[src/rtl/trxf_pkg.sv]
// ----------------------------------------------------------------------------
// trxf_pkg: shared types and constants for the telnet receive filter
// Byte codes, parser states, result kinds and the bundles passed between stages.
// ----------------------------------------------------------------------------
`default_nettype none

package trxf_pkg;

    // Telnet and console byte codes
    localparam logic [7:0] B_IAC  = 8'd255;
    localparam logic [7:0] B_DONT = 8'd254;
    localparam logic [7:0] B_DO   = 8'd253;
    localparam logic [7:0] B_WONT = 8'd252;
    localparam logic [7:0] B_WILL = 8'd251;
    localparam logic [7:0] B_SB   = 8'd250;
    localparam logic [7:0] B_SE   = 8'd240;
    localparam logic [7:0] B_ESC  = 8'h1b;
    localparam logic [7:0] B_GT   = 8'h3e;
    localparam logic [7:0] B_CR   = 8'h0d;
    localparam logic [7:0] B_LF   = 8'h0a;
    localparam logic [7:0] B_NUL  = 8'h00;

    localparam logic [15:0] TIMEOUT_RESET = 16'd5000;

    typedef enum logic [1:0] {
        FUNC_BYTE  = 2'd0,
        FUNC_TICK  = 2'd1,
        FUNC_RESET = 2'd2
    } func_t;

    typedef enum logic [2:0] {
        ST_DATA   = 3'd0,
        ST_IAC    = 3'd1,
        ST_OPT    = 3'd2,
        ST_SUB    = 3'd3,
        ST_SUBIAC = 3'd4
    } parse_state_t;

    typedef enum logic [1:0] {
        KIND_CONSOLE = 2'd0,
        KIND_SHELL   = 2'd1,
        KIND_ENTRY   = 2'd2
    } kind_t;

    // Escape prefix progress codes
    localparam logic [1:0] ESC_NONE = 2'd0;
    localparam logic [1:0] ESC_ONE  = 2'd1;
    localparam logic [1:0] ESC_TWO  = 2'd2;

    typedef struct packed {
        func_t      func;
        logic [7:0] rx_byte;
        logic       shell_active;
    } item_t;

    typedef struct packed {
        kind_t      kind;
        logic [7:0] out_byte;
        logic       last;
    } res_t;

    // Up to three results produced by one item
    typedef struct packed {
        logic [1:0] cnt;
        res_t [2:0] res;
    } res_group_t;

endpackage

`default_nettype wire

[src/rtl/trxf_in_stage.sv]
// ----------------------------------------------------------------------------
// trxf_in_stage: input register
// Captures one item per cycle unless the held item still waits for commit; frees itself when the item is committed.
// ----------------------------------------------------------------------------
`default_nettype none

module trxf_in_stage (
    input  wire logic           clk,
    input  wire logic           rst_n,
    input  wire logic           in_valid,
    output logic                in_ready,
    input  wire trxf_pkg::item_t in_item,
    input  wire logic           commit,
    output logic                item_valid,
    output trxf_pkg::item_t     item
);

    logic            valid_reg;
    trxf_pkg::item_t item_reg;

    assign in_ready   = !valid_reg || commit;
    assign item_valid = valid_reg;
    assign item       = item_reg;

    always_ff @(posedge clk or negedge rst_n)
    begin
        if (!rst_n)
        begin
            valid_reg <= 1'b0;
        end
        else if (in_ready)
        begin
            valid_reg <= in_valid;
        end
    end

    always_ff @(posedge clk)
    begin
        if (in_ready && in_valid)
        begin
            item_reg <= in_item;
        end
    end

endmodule

`default_nettype wire

[src/rtl/trxf_core.sv]
// ----------------------------------------------------------------------------
// trxf_core: telnet parser and escape detector
// Holds filter state and timeout register; builds the result group for one item.
// ----------------------------------------------------------------------------
`default_nettype none

module trxf_core #(
    parameter int TIMER_BITS = 16
) (
    input  wire logic                  clk,
    input  wire logic                  rst_n,
    input  wire logic                  cfg_we,
    input  wire logic [15:0]           cfg_data,
    input  wire trxf_pkg::item_t       item,
    input  wire logic                  commit,
    output trxf_pkg::res_group_t       group
);

    localparam int CMP_W = (TIMER_BITS > 16) ? TIMER_BITS : 16;

    trxf_pkg::parse_state_t parse_reg, parse_next;
    logic                   after_cr_reg, after_cr_next;
    logic [1:0]             prog_reg, prog_next;
    logic [TIMER_BITS-1:0]  elapsed_reg, elapsed_next;
    logic [15:0]            timeout_reg;

    logic       route_en;
    logic [1:0] cnt;
    trxf_pkg::kind_t [2:0] r_kind;
    logic [2:0][7:0]       r_byte;

    // Parser: next state and which byte is routed
    always_comb
    begin
        parse_next    = parse_reg;
        after_cr_next = after_cr_reg;
        route_en      = 1'b0;
        if (item.func == trxf_pkg::FUNC_BYTE)
        begin
            unique case (parse_reg)
                trxf_pkg::ST_IAC:
                begin
                    if (item.rx_byte == trxf_pkg::B_IAC)
                    begin
                        route_en   = 1'b1;
                        parse_next = trxf_pkg::ST_DATA;
                    end
                    else if (item.rx_byte == trxf_pkg::B_SB)
                    begin
                        parse_next = trxf_pkg::ST_SUB;
                    end
                    else if (item.rx_byte == trxf_pkg::B_WILL || item.rx_byte == trxf_pkg::B_WONT
                          || item.rx_byte == trxf_pkg::B_DO || item.rx_byte == trxf_pkg::B_DONT)
                    begin
                        parse_next = trxf_pkg::ST_OPT;
                    end
                    else
                    begin
                        parse_next = trxf_pkg::ST_DATA;
                    end
                end
                trxf_pkg::ST_OPT:
                begin
                    parse_next = trxf_pkg::ST_DATA;
                end
                trxf_pkg::ST_SUB:
                begin
                    if (item.rx_byte == trxf_pkg::B_IAC)
                    begin
                        parse_next = trxf_pkg::ST_SUBIAC;
                    end
                end
                trxf_pkg::ST_SUBIAC:
                begin
                    parse_next = (item.rx_byte == trxf_pkg::B_SE) ? trxf_pkg::ST_DATA
                                                                  : trxf_pkg::ST_SUB;
                end
                default:
                begin
                    parse_next = trxf_pkg::ST_DATA;
                    if (item.rx_byte == trxf_pkg::B_IAC)
                    begin
                        parse_next = trxf_pkg::ST_IAC;
                    end
                    else if (after_cr_reg && (item.rx_byte == trxf_pkg::B_NUL
                                           || item.rx_byte == trxf_pkg::B_LF))
                    begin
                        after_cr_next = 1'b0;
                    end
                    else
                    begin
                        route_en      = 1'b1;
                        after_cr_next = (item.rx_byte == trxf_pkg::B_CR);
                    end
                end
            endcase
        end
        else if (item.func == trxf_pkg::FUNC_RESET)
        begin
            parse_next    = trxf_pkg::ST_DATA;
            after_cr_next = 1'b0;
        end
    end

    // Escape detection, tick timer and result list
    always_comb
    begin
        logic                  pass;
        logic [TIMER_BITS-1:0] inc;
        prog_next    = prog_reg;
        elapsed_next = elapsed_reg;
        cnt          = 2'd0;
        r_kind       = {3{trxf_pkg::KIND_CONSOLE}};
        r_byte       = '0;
        pass         = 1'b0;
        inc          = (elapsed_reg == '1) ? elapsed_reg : elapsed_reg + 1'b1;
        if (item.func == trxf_pkg::FUNC_BYTE && route_en)
        begin
            if (item.shell_active)
            begin
                r_kind[cnt] = trxf_pkg::KIND_SHELL;
                r_byte[cnt] = (item.rx_byte == trxf_pkg::B_LF) ? trxf_pkg::B_CR : item.rx_byte;
                cnt         = cnt + 2'd1;
            end
            else
            begin
                pass = 1'b1;
                if (prog_reg == trxf_pkg::ESC_ONE)
                begin
                    elapsed_next = '0;
                    if (item.rx_byte == trxf_pkg::B_GT)
                    begin
                        prog_next = trxf_pkg::ESC_TWO;
                        pass      = 1'b0;
                    end
                    else
                    begin
                        r_byte[cnt] = trxf_pkg::B_ESC;
                        cnt         = cnt + 2'd1;
                        prog_next   = trxf_pkg::ESC_NONE;
                    end
                end
                else if (prog_reg != trxf_pkg::ESC_NONE)
                begin
                    elapsed_next = '0;
                    prog_next    = trxf_pkg::ESC_NONE;
                    if (item.rx_byte == trxf_pkg::B_GT)
                    begin
                        r_kind[cnt] = trxf_pkg::KIND_ENTRY;
                        cnt         = cnt + 2'd1;
                        pass        = 1'b0;
                    end
                    else
                    begin
                        r_byte[cnt] = trxf_pkg::B_ESC;
                        cnt         = cnt + 2'd1;
                        r_byte[cnt] = trxf_pkg::B_GT;
                        cnt         = cnt + 2'd1;
                    end
                end
                if (pass)
                begin
                    if (item.rx_byte == trxf_pkg::B_ESC)
                    begin
                        prog_next    = trxf_pkg::ESC_ONE;
                        elapsed_next = '0;
                    end
                    else
                    begin
                        r_byte[cnt] = item.rx_byte;
                        cnt         = cnt + 2'd1;
                    end
                end
            end
        end
        else if (item.func == trxf_pkg::FUNC_TICK && prog_reg != trxf_pkg::ESC_NONE)
        begin
            if (CMP_W'(inc) >= CMP_W'(timeout_reg))
            begin
                r_byte[cnt] = trxf_pkg::B_ESC;
                cnt         = cnt + 2'd1;
                if (prog_reg != trxf_pkg::ESC_ONE)
                begin
                    r_byte[cnt] = trxf_pkg::B_GT;
                    cnt         = cnt + 2'd1;
                end
                prog_next    = trxf_pkg::ESC_NONE;
                elapsed_next = '0;
            end
            else
            begin
                elapsed_next = inc;
            end
        end
        else if (item.func == trxf_pkg::FUNC_RESET)
        begin
            prog_next    = trxf_pkg::ESC_NONE;
            elapsed_next = '0;
        end
    end

    always_comb
    begin
        group.cnt = cnt;
        for (int i = 0; i < 3; i++)
        begin
            group.res[i].kind     = r_kind[i];
            group.res[i].out_byte = r_byte[i];
            group.res[i].last     = (2'(i) == cnt - 2'd1);
        end
    end

    always_ff @(posedge clk or negedge rst_n)
    begin
        if (!rst_n)
        begin
            parse_reg    <= trxf_pkg::ST_DATA;
            after_cr_reg <= 1'b0;
            prog_reg     <= trxf_pkg::ESC_NONE;
            elapsed_reg  <= '0;
            timeout_reg  <= trxf_pkg::TIMEOUT_RESET;
        end
        else
        begin
            if (cfg_we)
            begin
                timeout_reg <= cfg_data;
            end
            if (commit)
            begin
                parse_reg    <= parse_next;
                after_cr_reg <= after_cr_next;
                prog_reg     <= prog_next;
                elapsed_reg  <= elapsed_next;
            end
        end
    end

endmodule

`default_nettype wire

[src/rtl/trxf_out_buf.sv]
// ----------------------------------------------------------------------------
// trxf_out_buf: result register
// Loads the results of one item and hands them out one per transaction.
// ----------------------------------------------------------------------------
`default_nettype none

module trxf_out_buf (
    input  wire logic                 clk,
    input  wire logic                 rst_n,
    input  wire trxf_pkg::res_group_t group,
    input  wire logic                 load,
    output logic                      load_ok,
    output logic                      out_valid,
    input  wire logic                 out_ready,
    output trxf_pkg::res_t            out_res
);

    logic [1:0]                cnt_reg;
    trxf_pkg::res_t [2:0]      buf_reg;
    logic                      pop;

    assign out_valid = (cnt_reg != 2'd0);
    assign out_res   = buf_reg[0];
    assign pop       = out_valid && out_ready;
    // Free when empty or when the final held result leaves this cycle
    assign load_ok   = (cnt_reg == 2'd0) || (cnt_reg == 2'd1 && out_ready);

    always_ff @(posedge clk or negedge rst_n)
    begin
        if (!rst_n)
        begin
            cnt_reg <= 2'd0;
        end
        else if (load)
        begin
            cnt_reg <= group.cnt;
        end
        else if (pop)
        begin
            cnt_reg <= cnt_reg - 2'd1;
        end
    end

    always_ff @(posedge clk)
    begin
        if (load)
        begin
            buf_reg <= group.res;
        end
        else if (pop)
        begin
            buf_reg[0] <= buf_reg[1];
            buf_reg[1] <= buf_reg[2];
        end
    end

endmodule

`default_nettype wire

[src/rtl/telnet_rx_filter_escape_detect_top.sv]
// Path: each item passes through the input register and then the result register.
// Throughput: one item per cycle while the result register is free; an item with n
//   results (n up to 3) holds the result register until all n have left through the single output port.
// Reset: rst_n clears parser, escape state and buffers; timeout returns to 5000.
// ----------------------------------------------------------------------------
// telnet_rx_filter_escape_detect_top: telnet receive filter with escape detect
// Strips telnet commands, folds CR NUL / CR LF, and detects the ESC > > prefix outside shell mode.
// ----------------------------------------------------------------------------
`default_nettype none

module telnet_rx_filter_escape_detect_top #(
    parameter int TIMER_BITS = 16
) (
    input  wire logic        clk,
    input  wire logic        rst_n,
    input  wire logic        cfg_valid,
    output logic             cfg_ready,
    input  wire logic [15:0] cfg_data,   // escape_timeout_ticks
    input  wire logic        s_tvalid,
    output logic             s_tready,
    input  wire logic [15:0] s_tdata,    // [7:0] rx_byte, [8] shell_active, rest zero
    input  wire logic [1:0]  s_tuser,    // [1:0] func
    output logic             m_tvalid,
    input  wire logic        m_tready,
    output logic [7:0]       m_tdata,    // [7:0] out_byte
    output logic [1:0]       m_tuser,    // [1:0] kind
    output logic             m_tlast
);

    trxf_pkg::item_t      in_item;
    trxf_pkg::item_t      item;
    trxf_pkg::res_group_t group;
    trxf_pkg::res_t       out_res;
    logic                 item_valid;
    logic                 load_ok;
    logic                 commit;

    assign cfg_ready = 1'b1;

    assign in_item.func         = trxf_pkg::func_t'(s_tuser);
    assign in_item.rx_byte      = s_tdata[7:0];
    assign in_item.shell_active = s_tdata[8];

    assign commit = item_valid && load_ok;

    trxf_in_stage u_in_stage (
        .clk        (clk),
        .rst_n      (rst_n),
        .in_valid   (s_tvalid),
        .in_ready   (s_tready),
        .in_item    (in_item),
        .commit     (commit),
        .item_valid (item_valid),
        .item       (item)
    );

    trxf_core #(
        .TIMER_BITS (TIMER_BITS)
    ) u_core (
        .clk      (clk),
        .rst_n    (rst_n),
        .cfg_we   (cfg_valid && cfg_ready),
        .cfg_data (cfg_data),
        .item     (item),
        .commit   (commit),
        .group    (group)
    );

    trxf_out_buf u_out_buf (
        .clk       (clk),
        .rst_n     (rst_n),
        .group     (group),
        .load      (commit),
        .load_ok   (load_ok),
        .out_valid (m_tvalid),
        .out_ready (m_tready),
        .out_res   (out_res)
    );

    assign m_tdata = out_res.out_byte;
    assign m_tuser = out_res.kind;
    assign m_tlast = out_res.last;

endmodule

`default_nettype wire
[config.mk]
export PLATFORM = sky130hd
export DESIGN_NAME = telnet_rx_filter_escape_detect_top
export DESIGN_NICKNAME = d
export VERILOG_FILES = /design/src/rtl/trxf_pkg.sv /design/src/rtl/trxf_in_stage.sv /design/src/rtl/trxf_core.sv /design/src/rtl/trxf_out_buf.sv /design/src/rtl/telnet_rx_filter_escape_detect_top.sv
export SDC_FILE = /design/constraint.sdc
export NUM_CORES = 1
export LEC_CHECK = 0
export ABC_AREA = 1
export BUFFER_PORTS_ARGS = -buffer_cell sky130_fd_sc_hd__buf_4
export CAP_MARGIN = 30
export CORE_MARGIN = 2
export CORE_UTILIZATION = 35
export CTS_CLUSTER_DIAMETER = 150
export DETAILED_ROUTE_END_ITERATION = 16
export GPL_ROUTABILITY_DRIVEN = 0
export RECOVER_POWER = 25
export SYNTH_ARGS = -nofsm -noshare
export SYNTH_HDL_FRONTEND = slang
export SYNTH_SLANG_ARGS = --single-unit
[constraint.sdc]
create_clock -name clk -period 3.6 [get_ports clk]
set_input_delay 0.9 -clock clk [delete_from_list [all_inputs] [get_ports clk]]
set_output_delay 0.9 -clock clk [all_outputs]
set_load 0.03 [all_outputs]
# After elaboration in Yosys (flattened, before gate mapping)
# Index checks and enable logic that the tools add are counted.
[word_totals] reg_bits=81 input_bits=39 output_inout_bits=14 elab_cells=171
[classes] n_addsub=4 magnitude_cmp=3 n_eq_ne=28 mux=86 n_bitwise=2 reduce_logical=31
[ops] operator="$mux W16" count=16
[ops] operator="$mux W8" count=10
[ops] operator="$mux W2" count=30
[ops] operator="$eq A8 B8 Y1 const B" count=7
[ops] operator="$mux W20" count=2
[ops] operator="$bwmux W24" count=1
[ops] operator="$add A16 B1 Y16 const B" count=1
[ops] operator="$demux W8 S2" count=1
[ops] operator="$eq A16 B16 Y1 const B" count=1
[ops] operator="$eq A8 B4 Y1 const B" count=2
[ops] operator="$ge A16 B16 Y1" count=1
[ops] operator="$mux W1" count=16
[ops] operator="$mux W3" count=5
[ops] operator="$mux W14" count=1
[ops] operator="$pmux W3 S4" count=1
[ops] operator="$eq A8 B5 Y1 const B" count=1
[ops] operator="$eq A8 B6 Y1 const B" count=1
[ops] operator="$logic_and A1 B1 Y1" count=8
[ops] operator="$logic_not A8 Y1" count=1
[ops] operator="$reduce_and A4 Y1" count=2
[ops] operator="$reduce_bool A2 Y1" count=4
[ops] operator="$reduce_or A4 Y1" count=2
[ops] operator="$eq A2 B1 Y1 const B" count=3
[ops] operator="$eq A3 B2 Y1 const B" count=2
[ops] operator="23 further kinds" count=35

# Depth between registers and ports, before layout
[logic_depth] word_depth=19 mapped_depth=24 ltp_nobuf=24

# Hierarchy
# From an unflattened synthesis, not the netlist that was laid out.
[unflattened] hier_cells=699 hier_area_um2=5401.4
[modules_own_cells] module="trxf_core" n_inst=1 cells_each=541 area_each_um2=3459.6 seq_area_each_um2=957.2
[modules_own_cells] module="trxf_out_buf" n_inst=1 cells_each=137 area_each_um2=1547.7 seq_area_each_um2=1041.0
[modules_own_cells] module="trxf_in_stage" n_inst=1 cells_each=17 area_each_um2=375.4 seq_area_each_um2=355.3
[modules_own_cells] module="telnet_rx_filter_escape_detect_top" n_inst=1 cells_each=4 area_each_um2=18.8 seq_area_each_um2=0.0

# Worst setup path after synthesis
# OpenSTA, ideal clock, no wires.
[synth_path] path_kind="reg-to-reg" startpoint="register u_core.elapsed_reg[0]" endpoint="register u_out_buf.buf_reg, in the netlist u_out_buf.out_res[0] (data pin)" setup_time_ps=256 arrival_ps=2479 t_required_ps=3344 setup_slack_ps=865 path_stages_with_launch=18 n_path_buf=0 synth_period_minus_slack_ps=2735 path_cell_list="dfrtp_1 > ha_1 > nand3_1 > nor3_1 > nand2_1 > nor3_1 > xnor2_1 > nand2_1 > ha_1 > nand4_1 > nor3_1 > nand2_1 > nand2_1 > nand3_1 > nand2_1 > inv_1 > nand3_1 > nand2_1"
[synth_between] elab_chain_len=9 word_cells_on_any_way=10 cone_classes="add/sub (2); order compare (1); eq/ne (1); mux (5); reduce/logical (1)"
[synth_rtl] item="from (decl)" line="trxf_core.sv:24" text="logic [TIMER_BITS-1:0] elapsed_reg, elapsed_next;"
[synth_rtl] item="from (signal assigned)" line="trxf_core.sv:234" text="elapsed_reg <= elapsed_next;"
[synth_rtl] item="$add A16 B1 Y16 / $eq A16 B16 Y1 (equally long branches)" line="trxf_core.sv:116" text="inc = (elapsed_reg == '1) ? elapsed_reg : elapsed_reg + 1'b1;"
[synth_rtl] item="$mux W16 *" line="trxf_core.sv:116"
[synth_rtl] item="$ge A16 B16 Y1 *" line="trxf_core.sv:178" text="if (CMP_W'(inc) >= CMP_W'(timeout_reg))"
[synth_rtl] item="$mux W2 *" line="trxf_core.sv:178"
[synth_rtl] item="$mux W2 *" line="trxf_core.sv:176" text="else if (item.func == trxf_pkg::FUNC_TICK && prog_reg != trxf_pkg::ESC_NONE)"
[synth_rtl] item="$mux W2 *" line="trxf_core.sv:117" text="if (item.func == trxf_pkg::FUNC_BYTE && route_en)"
[synth_rtl] item="$sub A2 B1 Y2 *" line="trxf_core.sv:209" text="group.res[i].last = (2'(i) == cnt - 2'd1);"
[synth_rtl] item="$logic_not A2 Y1 *" line="trxf_core.sv:209"
[synth_rtl] item="$mux W20 *" line="trxf_out_buf.sv:46" text="if (load)"
[synth_rtl] item="to (signal assigned)" line="trxf_out_buf.sv:48" text="buf_reg <= group.res;"
[synth_rtl] item="to (decl)" line="trxf_out_buf.sv:19" text="trxf_pkg::res_t [2:0] buf_reg;"
# Every way passes the cells marked *; elsewhere a longest branch is shown, timed or not.
# A chain may end at the register's enable or synchronous reset.

# Worst setup path in the final report
[layout_path] startpoint="register u_core.elapsed_reg[0]" endpoint="register u_out_buf.buf_reg[15] (netlist bit) (data pin)"
[layout_between] elab_chain_len=7 word_cells_on_any_way=8 cone_classes="add/sub (1); order compare (1); eq/ne (1); mux (5)"
[layout_rtl] item="$add A16 B1 Y16 / $eq A16 B16 Y1 (equally long branches)" line="trxf_core.sv:116"
[layout_rtl] item="$mux W16 *" line="trxf_core.sv:116"
[layout_rtl] item="$ge A16 B16 Y1 *" line="trxf_core.sv:178"
[layout_rtl] item="$mux W16 *" line="trxf_core.sv:178"
[layout_rtl] item="$mux W16 *" line="trxf_core.sv:176"
[layout_rtl] item="$mux W16 *" line="trxf_core.sv:117"
[layout_rtl] item="$mux W20 *" line="trxf_out_buf.sv:46"
# Marked as above.

==> flow_summary_export.csv <==
group,metric,value,unit
global_routing,antenna_found_initial,0,
placement,post_dp_cell_area,5140,sq um
logic_synthesis,ys_ff_latch,81,
global_routing,grt_pass1_vias,3558,
final_layout,drive_gt1_share,15.8,%
placement,dpl.hpwl,7.21,mm
setup_path,cp_top_family,"simple AND/OR/NAND/NOR gates",
timing,fin_worst_skew,0.00739,ns
worst_hold_path,hp-start,"u_core.elapsed_reg[3]",
setup_path,path_max_fanout,6,
timing,worst_pin_slew,2.30,ns
routing,avgViaCountPerCell,4.77,
global_routing,grt_max_degree,42,
global_routing,grt_usage,14.6,%
setup_path,crit_required,3.78,ns
die,io_pins,53,
routing,vias,3759,
routing,post_drt_wl_per_cell,12.5,microns
setup_path,worstSetupStartpointType,"flop",
power_and_ir_drop,p_clk_share,28.4,%
timing,post-route-period-util,90.1,%
setup_path,cp_cell_sequence,"ha_1 > nand3_1 > nor3_1 > nand2_1 > nor3_1 > xnor2_1 > nand2_1 > ha_1 > nand4_1 > nor3_1 > nand2_1 > nand2_1 > nand3_1 > nand2_1 > nand2_2 > o21ai_1",
cts,clockBufferDepth,2,
die,die_y,120,microns
cts,cts_setup_buffers,0,
logic_synthesis,synth_seq_area_share,47.0,%
setup_path,cp.arrival,3.43,ns
placement,dpl.cell_count,772,
cts,cts_buffers,9,
logic_synthesis,synth_area,4750,sq um
power_and_ir_drop,p_leak,2.57,nW
routing,drt_iter0_drc,357,
cts,clock-sinks,81,
setup_path,worst_path_largest_cell_delay,0.40,ns
final_layout,fin_nets,665,
die,die_x,120,microns
die,num_rows,42,
final_layout,area_delta_synth_final,14.9,%
timing,setup_viol,0,
outcome,violations,"capacitance limit, slew limit",
timing,finalHoldViolations,0,
routing,wl,9.88,mm
power_and_ir_drop,p_sw_share,35.7,%
power_and_ir_drop,p_switching,1.23,mW
timing,relSlewSlack,-53.6,%
power_and_ir_drop,vdd_drop_max,226,uV
global_routing,grt_overflow_total,0,
routing,remaining_drc_errors,0,
cts,cts.reportedPaths.clkPinSlew,0.07,ns
final_layout,design_area,5460,sq um
final_layout,n_antenna_cell,0,
logic_synthesis,syn_nets,629,
cts,ctsHoldBuffers,0,
routing,ant_nets,0,
timing,fin_crit,3.25,ns
setup_path,crit_path_start,"u_core.elapsed_reg[0]",
worst_hold_path,hold_path.class,"flop to flop",
setup_path,cpMostUsedCell,"nand2_1",
logic_synthesis,yosysWarnings,0,
placement,portBuffers,44,
power_and_ir_drop,combPwrFrac,31.3,%
logic_synthesis,synth_cell_types,40,
setup_path,cp-end-kind,"flop",
final_layout,instances_no_fill,788,
timing,slew_violations,42,
timing,rsz0062_at_grt,"false",
power_and_ir_drop,powerDensity,634,nW/um^2
cts,clock-root-buffer,"clkbuf_16",
logic_synthesis,syn_avg_cell_area,8.32,sq um
setup_path,timing.critical_path.buf_inv,0,
setup_path,reg2reg_from,"u_core.elapsed_reg[0]",
logic_synthesis,syn-instance-count,571,
timing,fmax,308,MHz
global_routing,grt_pass1_wl,17.0,mm
die,initial_core_util,35.9,%
power_and_ir_drop,intPower,2.23,mW
final_layout,largest_reg_flops,18,
setup_path,cp_slowest_cell,"dfrtp_1",
setup_path,setup.worst_path.class,"flop to flop",
die,die-area,14500,sq um
cts,cts_max_level,3,
routing,drtPass1Iterations,5,
job,drv_cap,1,
cts,cts_tree,"done",
power_and_ir_drop,power_frac_seq,40.3,%
timing,fin_setup_tns,0,ns
outcome,status,"complete, but fails checks",
die,core_area,13200,sq um
cts,clk_latency,0.34,ns
-- per-stage QoR --
| step | worst slack [ns] | power (mW) | hold WS, ns | utilization [%] |
|---|---|---|---|---|
| after floorplan | 0.865 | 2.25 | 0.452 | - |
| after global placement | 0.343 | 2.46 | 0.477 | 38.8 |
| after detailed placement | 0.265 | 2.50 | 0.482 | 38.8 |
| after CTS | 0.238 | 3.49 | 0.501 | 41.2 |
| after global routing | 0.0467 | 3.68 | 0.514 | 41.2 |
| final | 0.355 | 3.46 | 0.498 | 41.2 |
-- kinds of logic (layout without fill, tap and decap cells) --
kind of cell / Yosys count / in the layout / share of synthesized area (%)
simple gates: 293 / 293 / 28.1
buf+inv: 94 / 135 / 9.51
flops: 81 / 81 / 47.0
compound gates: 71 / 71 / 7.93
fa+ha+maj: 19 / 19 / 5.01
xor+xnor: 10 / 10 / 1.84
mux: 2 / 2 / 0.448
other cells: 1 / 1 / 0.0790
-- worst register-to-register path, cell delays in order, from the launching register on --
cell     delay, ns
dfrtp_1       0.40
ha_1          0.20
nand3_1       0.15
nor3_1        0.31
nand2_1       0.18
nor3_1        0.21
xnor2_1       0.14
nand2_1       0.11
ha_1          0.31
nand4_1       0.11
nor3_1        0.15
nand2_1       0.12
nand2_1       0.13
nand3_1       0.08
nand2_1       0.16
nand2_2       0.14
o21ai_1       0.19
-- synth_stat cells, drive strengths merged --
| library cell | n | area (sq um) |
|---|---|---|
| a31oi | 1 | 6.26 |
| buf | 17 | 160 |
| xor2 | 6 | 52.6 |
| nand2 | 173 | 699 |
| dfstp | 5 | 131 |
| a21oi | 20 | 104 |
| conb | 1 | 3.75 |
| o31ai | 3 | 22.5 |
| dfrtp | 36 | 901 |
| clkbuf | 5 | 18.8 |
| clkinv | 1 | 3.75 |
| nand4 | 10 | 92.6 |
| o21ai | 44 | 220 |
| nand3 | 40 | 235 |
| mux2 | 1 | 11.3 |
| nor2 | 56 | 228 |
| inv | 71 | 269 |
| edfxtp | 40 | 1200 |
| mux2i | 1 | 10.0 |
| o211ai | 1 | 7.51 |
| nor3 | 13 | 75.1 |
| ha | 19 | 238 |
| o2111ai | 1 | 8.76 |
| xnor2 | 4 | 35.0 |
| o21bai | 1 | 7.51 |
| or2 | 1 | 6.26 |
-- metal layers --
metal	wire [microns]	GRT usage [%]	part of all wire, %	up-vias
met2	4580	22.8	46	97
met1	4680	20.2	47	1729
met4	128	4.94	1.3	0
met5	0	0	0	-
met3	491	3.07	5.0	8
li1	-	-	-	1925
-- cell type report --
| cell class | instances | area (sq um) |
|---|---|---|
| clock buffer | 9 | 225 |
| clock inverter | 7 | 93.8 |
| fill | 1311 | 7780 |
| inverter | 72 | 273 |
| multi-input combinational | 396 | 2060 |
| sequential | 81 | 2230 |
| tap | 176 | 220 |
| timing repair buffer | 47 | 349 |
-- power groups by stage --
stage	registers (mW)	clock network (mW)	logic, mW
2_1_floorplan	1.39	0	0.858
3_3_place_gp	1.40	0	1.06
3_5_place_dp	1.41	0	1.08
4_1_cts	1.40	1.00	1.09
5_1_grt	1.42	1.04	1.22
6_report	1.39	0.983	1.08
-- layout by cell type (no fill, tap or decap), types with 5 or more instances in the layout --
master       n
a21oi_1     19
ha_1        19
o21ai_0     39
nand2_1    161
buf_4       35
nand3_1     33
xor2_1       6
dfstp_2      5
dfrtp_1     36
clkbuf_16    9
o21ai_1      5
inv_1       67
nand4_1      8
nor2_1      53
nand2_2      8
edfxtp_1    40
nor3_1      11
nand3_2      7
clkbuf_4    11
-- path summary, 6_finish.rpt --
kind,to,slack (ns),depth (start not counted)
min in group asynchronous,u_core.timeout_reg[0],1.25,1
hold reg to reg,u_core.elapsed_reg[3],0.50,2
setup / recovery,u_out_buf.buf_reg[15],0.35,16
max in group asynchronous,u_core.timeout_reg[14],1.04,1
setup reg to reg,u_out_buf.buf_reg[15],0.35,16
hold / removal,u_core.elapsed_reg[3],0.50,2
-- what timing repair did --
action	4_1_cts	5_1_grt
endpoints found under the setup margin	0	17
endpoints found under the hold margin	0	0
gates resized for setup	0	1
No activity file was read; power rests on OpenSTA's default activity.
